File: config.mk
export PLATFORM = sky130hd
export DESIGN_NAME = multichannel_biquad_iir_unit
export DESIGN_NICKNAME = d
export VERILOG_FILES = /design/src/hw/rtl/biq_pkg.sv /design/src/hw/rtl/multichannel_biquad_iir_unit.sv /design/src/hw/rtl/biq_ctrl.sv /design/src/hw/rtl/biq_datapath.sv
export SDC_FILE = /design/constraint.sdc
export NUM_CORES = 2
export LEC_CHECK = 0
export BUFFER_PORTS_ARGS = -buffer_cell sky130_fd_sc_hd__buf_2
export CAP_MARGIN = 20
export CORE_MARGIN = 2
export CORE_UTILIZATION = 41
export CTS_BUF_LIST = sky130_fd_sc_hd__clkbuf_16
export CTS_CLUSTER_SIZE = 30
export DETAILED_ROUTE_END_ITERATION = 8
export GPL_TIMING_DRIVEN = 1
export PLACE_DENSITY = 0.66
export SLEW_MARGIN = 20
export SYNTH_ARGS = -nofsm -noshare
export SYNTH_HDL_FRONTEND = slang
export SYNTH_SLANG_ARGS = --single-unit
File: constraint.sdc
create_clock -name clk -period 12.86 [get_ports clk]
set_input_delay 3.215 -clock clk [delete_from_list [all_inputs] [get_ports clk]]
set_output_delay 3.215 -clock clk [all_outputs]
set_load 0.01 [all_outputs]
File: src/hw/rtl/biq_pkg.sv
// Shared types, constants and arithmetic helpers for the biquad IIR unit.
`default_nettype none

package biq_pkg;

  // Sizes
  localparam int CHANNELS  = 4;
  localparam int FRAC_BITS = 30;
  localparam int NUM_REGS  = 6;
  localparam int CH_W      = (CHANNELS > 1) ? $clog2(CHANNELS) : 1;
  localparam int IDX_W     = 3;
  localparam int SMP_W     = 32;
  localparam int PROD_W    = 2 * SMP_W;
  localparam int ACC_W     = PROD_W + 2;

  // Cycles from an accepted input word to its result word, output free
  localparam int ITEM_CYCLES = 11;

  // Coefficient register indexes
  localparam logic [IDX_W-1:0] REG_GAIN = 3'd0;
  localparam logic [IDX_W-1:0] REG_FB1  = 3'd1;
  localparam logic [IDX_W-1:0] REG_FB2  = 3'd2;
  localparam logic [IDX_W-1:0] REG_FF0  = 3'd3;
  localparam logic [IDX_W-1:0] REG_FF1  = 3'd4;
  localparam logic [IDX_W-1:0] REG_FF2  = 3'd5;

  // Product term codes within one three-term sum
  localparam logic [1:0] TERM_NEW   = 2'd0;
  localparam logic [1:0] TERM_NEWER = 2'd1;
  localparam logic [1:0] TERM_OLDER = 2'd2;

  typedef struct packed {
    logic [1:0]              channel;
    logic signed [SMP_W-1:0] sample_in;
  } biq_in_t;

  typedef struct packed {
    logic [1:0]              channel_out;
    logic signed [SMP_W-1:0] sample_out;
  } biq_out_t;

  // Controller to datapath
  typedef struct packed {
    logic       capture;
    logic       mul_en;
    logic       acc_load;
    logic       acc_add;
    logic [1:0] term;
    logic       phase_y;
    logic       sat_w;
    logic       finish;
  } biq_cmd_t;

  // Datapath to controller
  typedef struct packed {
    logic out_free;
  } biq_sts_t;

  // Fold the raw channel field onto the implemented channels
  function automatic logic [CH_W-1:0] chan_idx(input logic [1:0] ch);
    logic [2:0] v;
    v = {1'b0, ch};
    for (int i = 0; i < 3; i++) begin
      if (int'(v) >= CHANNELS) begin
        v = v - 3'(CHANNELS);
      end
    end
    return CH_W'(v);
  endfunction

  // Arithmetic shift down by the fraction width, then clamp to 32 bits
  function automatic logic signed [SMP_W-1:0] sat_shift(
    input logic signed [ACC_W-1:0] a
  );
    localparam logic signed [ACC_W-1:0] SAT_HI =
      {{(ACC_W-SMP_W){1'b0}}, 1'b0, {(SMP_W-1){1'b1}}};
    localparam logic signed [ACC_W-1:0] SAT_LO =
      {{(ACC_W-SMP_W){1'b1}}, 1'b1, {(SMP_W-1){1'b0}}};
    logic signed [ACC_W-1:0] s;
    s = a >>> FRAC_BITS;
    if (s > SAT_HI) begin
      return SAT_HI[SMP_W-1:0];
    end else if (s < SAT_LO) begin
      return SAT_LO[SMP_W-1:0];
    end
    return s[SMP_W-1:0];
  endfunction

endpackage

`default_nettype wire

File: src/hw/rtl/multichannel_biquad_iir_unit.sv
// Top level of the four-channel direct form II biquad IIR unit.
// Each input word names a channel and a signed 32-bit sample; the unit forms
// w = g*x + f1*w1 + f2*w2 and y = b0*w + b1*w1 + b2*w2 on that channel's delay
// pair, each sum exact, shifted down by FRAC_BITS toward minus infinity and
// clamped to 32 bits, and returns one result word per input word. One 32x32
// multiplier is shared by all six products, so an item passes in turn through
// a capture step, the multiply/accumulate steps of the w sum, a clamp step,
// the multiply/accumulate steps of the y sum and a write-back step into the
// output register, and one item is in work at a time; the next word is taken
// the cycle after write-back. A result waiting in the output register only
// holds up the write-back step. Coefficient writes (index 0..5, others
// ignored) are always ready and belong to idle periods.
`default_nettype none

module multichannel_biquad_iir_unit (
  input  wire logic                             clk,
  input  wire logic                             rst_n,
  input  wire logic                             in_valid,
  output logic                                  in_stall,
  input  wire biq_pkg::biq_in_t                 in_word,
  output logic                                  out_valid,
  input  wire logic                             out_stall,
  output biq_pkg::biq_out_t                     out_word,
  input  wire logic                             cfg_valid,
  output logic                                  cfg_ready,
  input  wire logic [biq_pkg::IDX_W-1:0]        cfg_index,
  input  wire logic signed [biq_pkg::SMP_W-1:0] cfg_data
);
  import biq_pkg::*;

  biq_cmd_t cmd;
  biq_sts_t sts;

  assign cfg_ready = 1'b1;

  biq_ctrl u_ctrl (
    .clk      (clk),
    .rst_n    (rst_n),
    .in_valid (in_valid),
    .in_stall (in_stall),
    .sts      (sts),
    .cmd      (cmd)
  );

  biq_datapath u_dp (
    .clk       (clk),
    .rst_n     (rst_n),
    .in_word   (in_word),
    .cfg_wr    (cfg_valid && cfg_ready),
    .cfg_index (cfg_index),
    .cfg_data  (cfg_data),
    .cmd       (cmd),
    .sts       (sts),
    .out_valid (out_valid),
    .out_stall (out_stall),
    .out_word  (out_word)
  );

endmodule

`default_nettype wire

File: src/hw/rtl/biq_ctrl.sv
// Sequencing state machine for the biquad IIR unit.
`default_nettype none

module biq_ctrl (
  input  wire logic              clk,
  input  wire logic              rst_n,
  input  wire logic              in_valid,
  output logic                   in_stall,
  input  wire biq_pkg::biq_sts_t sts,
  output biq_pkg::biq_cmd_t      cmd
);
  import biq_pkg::*;

  typedef enum logic [3:0] {
    S_IDLE = 4'b0001,
    S_MAC  = 4'b0010,
    S_SAT  = 4'b0100,
    S_DONE = 4'b1000
  } biq_state_t;

  localparam logic [1:0] STEP_FIRST_SUM = 2'd1;
  localparam logic [1:0] STEP_LAST      = 2'd3;

  biq_state_t state_r, state_nxt;
  logic [1:0] step_r, step_nxt;
  logic       phase_r, phase_nxt;

  // Next state and commands
  always_comb begin
    cmd       = '0;
    state_nxt = state_r;
    step_nxt  = step_r;
    phase_nxt = phase_r;
    case (state_r)
      S_IDLE: begin
        if (in_valid) begin
          cmd.capture = 1'b1;
          step_nxt    = '0;
          phase_nxt   = 1'b0;
          state_nxt   = S_MAC;
        end
      end
      S_MAC: begin
        cmd.term     = step_r;
        cmd.phase_y  = phase_r;
        cmd.mul_en   = (step_r != STEP_LAST);
        cmd.acc_load = (step_r == STEP_FIRST_SUM);
        cmd.acc_add  = (step_r > STEP_FIRST_SUM);
        step_nxt     = step_r + 2'd1;
        if (step_r == STEP_LAST) begin
          state_nxt = phase_r ? S_DONE : S_SAT;
        end
      end
      S_SAT: begin
        cmd.sat_w = 1'b1;
        phase_nxt = 1'b1;
        step_nxt  = '0;
        state_nxt = S_MAC;
      end
      S_DONE: begin
        if (sts.out_free) begin
          cmd.finish = 1'b1;
          state_nxt  = S_IDLE;
        end
      end
      default: begin
        state_nxt = S_IDLE;
      end
    endcase
  end

  // Advance
  always_ff @(posedge clk) begin
    if (!rst_n) begin
      state_r <= S_IDLE;
      step_r  <= '0;
      phase_r <= 1'b0;
    end else begin
      state_r <= state_nxt;
      step_r  <= step_nxt;
      phase_r <= phase_nxt;
    end
  end

  assign in_stall = (state_r != S_IDLE);

endmodule

`default_nettype wire

File: src/hw/rtl/biq_datapath.sv
// Coefficients, channel delays, shared multiplier, accumulator and output register.
`default_nettype none

module biq_datapath (
  input  wire logic                                  clk,
  input  wire logic                                  rst_n,
  input  wire biq_pkg::biq_in_t                      in_word,
  input  wire logic                                  cfg_wr,
  input  wire logic [biq_pkg::IDX_W-1:0]             cfg_index,
  input  wire logic signed [biq_pkg::SMP_W-1:0]      cfg_data,
  input  wire biq_pkg::biq_cmd_t                     cmd,
  output biq_pkg::biq_sts_t                          sts,
  output logic                                       out_valid,
  input  wire logic                                  out_stall,
  output biq_pkg::biq_out_t                          out_word
);
  import biq_pkg::*;

  logic signed [SMP_W-1:0]  coef_r [NUM_REGS];
  logic signed [SMP_W-1:0]  delay_newer_r [CHANNELS];
  logic signed [SMP_W-1:0]  delay_older_r [CHANNELS];
  logic signed [SMP_W-1:0]  x_r;
  logic signed [SMP_W-1:0]  w_r;
  logic [1:0]               ch_raw_r;
  logic [CH_W-1:0]          ch_r;
  logic signed [PROD_W-1:0] prod_r;
  logic signed [ACC_W-1:0]  acc_r;
  logic                     out_valid_r, out_valid_nxt;
  biq_out_t                 out_word_r;

  logic signed [SMP_W-1:0]  opa;
  logic signed [SMP_W-1:0]  opc;
  logic signed [ACC_W-1:0]  prod_ext;

  // Coefficient registers; writes beyond the list drop
  always_ff @(posedge clk) begin
    if (!rst_n) begin
      for (int i = 0; i < NUM_REGS; i++) begin
        coef_r[i] <= '0;
      end
    end else if (cfg_wr && (cfg_index < IDX_W'(NUM_REGS))) begin
      coef_r[cfg_index] <= cfg_data;
    end
  end

  // Operand selection for the shared multiplier
  always_comb begin
    case (cmd.term)
      TERM_NEW: begin
        opa = cmd.phase_y ? w_r : x_r;
        opc = cmd.phase_y ? coef_r[REG_FF0] : coef_r[REG_GAIN];
      end
      TERM_NEWER: begin
        opa = delay_newer_r[ch_r];
        opc = cmd.phase_y ? coef_r[REG_FF1] : coef_r[REG_FB1];
      end
      TERM_OLDER: begin
        opa = delay_older_r[ch_r];
        opc = cmd.phase_y ? coef_r[REG_FF2] : coef_r[REG_FB2];
      end
      default: begin
        opa = '0;
        opc = '0;
      end
    endcase
  end

  assign prod_ext = {{(ACC_W-PROD_W){prod_r[PROD_W-1]}}, prod_r};

  // Capture input, multiply, accumulate, clamp the intermediate value
  always_ff @(posedge clk) begin
    if (cmd.capture) begin
      x_r      <= in_word.sample_in;
      ch_raw_r <= in_word.channel;
      ch_r     <= chan_idx(in_word.channel);
    end
    if (cmd.mul_en) begin
      prod_r <= PROD_W'(opa) * PROD_W'(opc);
    end
    if (cmd.acc_load) begin
      acc_r <= prod_ext;
    end else if (cmd.acc_add) begin
      acc_r <= acc_r + prod_ext;
    end
    if (cmd.sat_w) begin
      w_r <= sat_shift(acc_r);
    end
  end

  // Shift the channel's delay pair when its result is written to the output register
  always_ff @(posedge clk) begin
    if (!rst_n) begin
      for (int i = 0; i < CHANNELS; i++) begin
        delay_newer_r[i] <= '0;
        delay_older_r[i] <= '0;
      end
    end else if (cmd.finish) begin
      delay_older_r[ch_r] <= delay_newer_r[ch_r];
      delay_newer_r[ch_r] <= w_r;
    end
  end

  // Output register: load on finish, drop when taken
  always_comb begin
    out_valid_nxt = out_valid_r;
    if (out_valid_r && !out_stall) begin
      out_valid_nxt = 1'b0;
    end
    if (cmd.finish) begin
      out_valid_nxt = 1'b1;
    end
  end

  always_ff @(posedge clk) begin
    if (!rst_n) begin
      out_valid_r <= 1'b0;
    end else begin
      out_valid_r <= out_valid_nxt;
    end
  end

  always_ff @(posedge clk) begin
    if (cmd.finish) begin
      out_word_r.channel_out <= ch_raw_r;
      out_word_r.sample_out  <= sat_shift(acc_r);
    end
  end

  assign sts.out_free = !out_valid_r || !out_stall;
  assign out_valid    = out_valid_r;
  assign out_word     = out_word_r;

endmodule

`default_nettype wire

==> metrics.txt <==
WHS Endpoint u_ctrl.state_r[3]$_SDFFE_PN0P_; largest net degree at the start of global routing 97; Worst Setup Start Kind flip-flop; clk buf depth 3; Worst Setup SP u_ctrl.state_r[0]$_SDFFE_PN1P_; total wire length 217 mm; initial antenna violation count 12; Starting Density 41.4%; setup TNS 0 ns; Starting DRT DRC Count ~5300; post_cts resized 0; Tmin final 11.33 ns; clock sink total 688; Setup Fix Bufs, Post-CTS 0; total gr overflow 0; outcome complete, no violations; placed cell areas 70800 µm²; R2R Path Start u_ctrl.state_r[0]$_SDFFE_PN1P_; WS Path Type flip-flop to flip-flop; remaining routing DRC violations 0; Mapped Area 67400 µm²; vias per cell 5.64; Filler Cells Inserted 15200; Reg clk slew, reported paths ~0.070 ns; FF-to-FF End u_dp.prod_r[62]$_DFFE_PP_; Cells after Synth 6388; gr usage total 26.0%; most common flop cell mapped by yosys edfxtp_1; GPL Wtd Cong 0.993; Worst Tran Pin Value 1.29 ns; Post-Syn Nets between 7000 and 8000; routed vias 48400; Detail Route Antenna Nets 0; Root Driver clkbuf_16; Post-synth ARST share 0%; Yosys top cell area share around a third; Commonest cells post-synth fa_1, inv_1, nor2_1, nand2_1, edfxtp_1; post-synth top area cell fa_1; Ports 111; Synth area leaders fa_1, edfxtp_1, inv_1; post-synthesis cell type count 86; R2R depth 33; Slowest cell on crit path and3_4; hold slack 0.552 ns; number of synthesized register bits 688; share of cells above drive strength 1 7.91%; Yosys warnings 0; mean post-synth cell area between 10 and 15 µm²; CP Data Arrival Time 11.68 ns; drt wl/cell between 20 and 30 µm; die width 409 µm; design area approximately 73000 µm²; Rows 148; final hold vios 0; IO Port Bufs between 100 and 150; Worst Hold Launch u_ctrl.state_r[3]$_SDFFE_PN0P_; die area 168000 µm²; Reg area 20600 µm²; Core ar. 163000 µm²; Setup Skew 0.0396 ns; Rel. slew slack 14.3%; crit-path most repeated cell fa_1; R2R Setup Slk about 1.5 ns; RSZ-0062 raised after global routing no; period utilization 88.1%; number of synthesized flops with an enable pin 678; area of the multi-input gates 42100 µm²; Hold Crit Class flip-flop to flip-flop; first-pass GRT wire length 324 mm; hold depth 2; nets@finish 7755; die height 409 µm; CTS Hold Buffers Added 0; Finish-stage setup viols 0; critical path endpoint category flip-flop; FMAX between 80 and 90 MHz; Slew Limit Fails 0; vias in the first global route between 50000 and 60000; CP required 13.21 ns; CTS tree yes; max cap viols 0; Pre-antenna DRT Iters 9; Post-DP HPWL approximately 160 mm; Syn-to-layout area delta 8.32%; clock latency on the worst-skew pair 0.65 ns; count leader, synth fa_1; Max FO, Critical Path 65; Max stage delay on crit path between 0.8 and 0.9 ns; H-Tree Depth 3; CTS Buf Count 66; Seq/Total Area, Yosys 30.5%
## layout by cell type (no fill, tap or decap), drive strengths merged, types with 7 or more instances in the layout
cell / n
fa: 1083
inv: 1056
nor2: 803
nand2: 712
edfxtp: 678
ha: 251
buf: 244
and2: 215
a21oi: 187
o21ai: 145
a21o: 98
and3: 84
o21a: 78
xnor2: 75
clkbuf: 66
mux4: 64
xor2: 54
a22oi: 53
a222oi: 44
mux2i: 39
nand2b: 29
nand3: 28
nand4: 27
nor3: 25
clkinv: 25
nor2b: 23
o21bai: 22
a31oi: 17
o211ai: 14
o31ai: 14
or3: 10
dfxtp: 10
mux2: 9
a211oi: 9
a21boi: 8
a2111oi: 8
bufinv: 7
## how the worst max path moves through the flow
stage / cells past startpoint / to
floorplan: 29 / u_dp.prod_r[59]$_DFFE_PP_
global placement: 31 / u_dp.prod_r[62]$_DFFE_PP_
detailed placement: 31 / u_dp.prod_r[59]$_DFFE_PP_
CTS: 31 / u_dp.prod_r[59]$_DFFE_PP_
global route: 31 / u_dp.prod_r[59]$_DFFE_PP_
finish: 33 / u_dp.prod_r[62]$_DFFE_PP_
## metrics by stage
step	setup WS [ns]	util, %	cells
finish	1.53	44.8	8575
global route	1.03	44.8	8574
CTS	1.62	44.8	8570
detailed placement	1.65	43.5	8450
global placement	1.83	43.4	8449
floorplan	3.29	-	6388
## kinds of logic (layout without fill, tap and decap cells)
family	Yosys count	after routing	synth area share, %
AO/OA/AOI/OAI	755	755	7.60
multiplexers	112	112	2.87
XOR/XNOR	129	129	1.68
adder cells (fa/ha/maj)	1334	1334	36.8
other	1	2	0.00556
buffers and inverters	1391	1402	7.84
flip-flops	688	688	30.5
AND/OR/NAND/NOR	1978	1978	12.7
## worst max-delay path, delay by kind of cell, from the launching register on
kind                     cells  cell delay, ns
AO/OA/AOI/OAI                9            2.10
adder cells (fa/ha/maj)      9            4.45
AND/OR/NAND/NOR              7            2.32
XOR/XNOR                     1            0.19
buffers and inverters        7            1.45
flip-flops                   1            0.35
## metal layers
| metal | vias to the layer above | GRT usage, % | share of wire [%] |
|---|---|---|---|
| met5 | - | 0 | 0.016 |
| met4 | 6 | 11.3 | 5.3 |
| met2 | 2380 | 42.3 | 47 |
| met1 | 25100 | 33.8 | 38 |
| met3 | 514 | 5.41 | 9.6 |
| li1 | 20400 | - | - |
## registers in the layout (all words and copies together) (netlist names), named ones only
register            cells
u_dp.coef_r           192
u_dp.delay_newer_r    128
u_dp.delay_older_r    128
u_dp.acc_r             66
u_dp.prod_r            64
u_dp.out_word          34
u_dp.w_r               32
u_dp.x_r               32
u_ctrl.state_r          4
u_ctrl.step_r           2
u_dp.ch_raw_r           2
u_ctrl.phase_r          1
u_dp.out_valid          1
## area by class of cell
type,count,area share [%]
multi-input combinational,4309,57.6
tap,2175,3.73
sequential,688,28.2
inverter,1038,5.34
antenna,1,0.00343
timing repair buffer,244,2.23
clock buffer,66,2.26
clock inverter,54,0.665
Power is left out: the tool's default activity adds up to more than one toggle a clock period on the data nets, which glitch-free logic cannot reach.
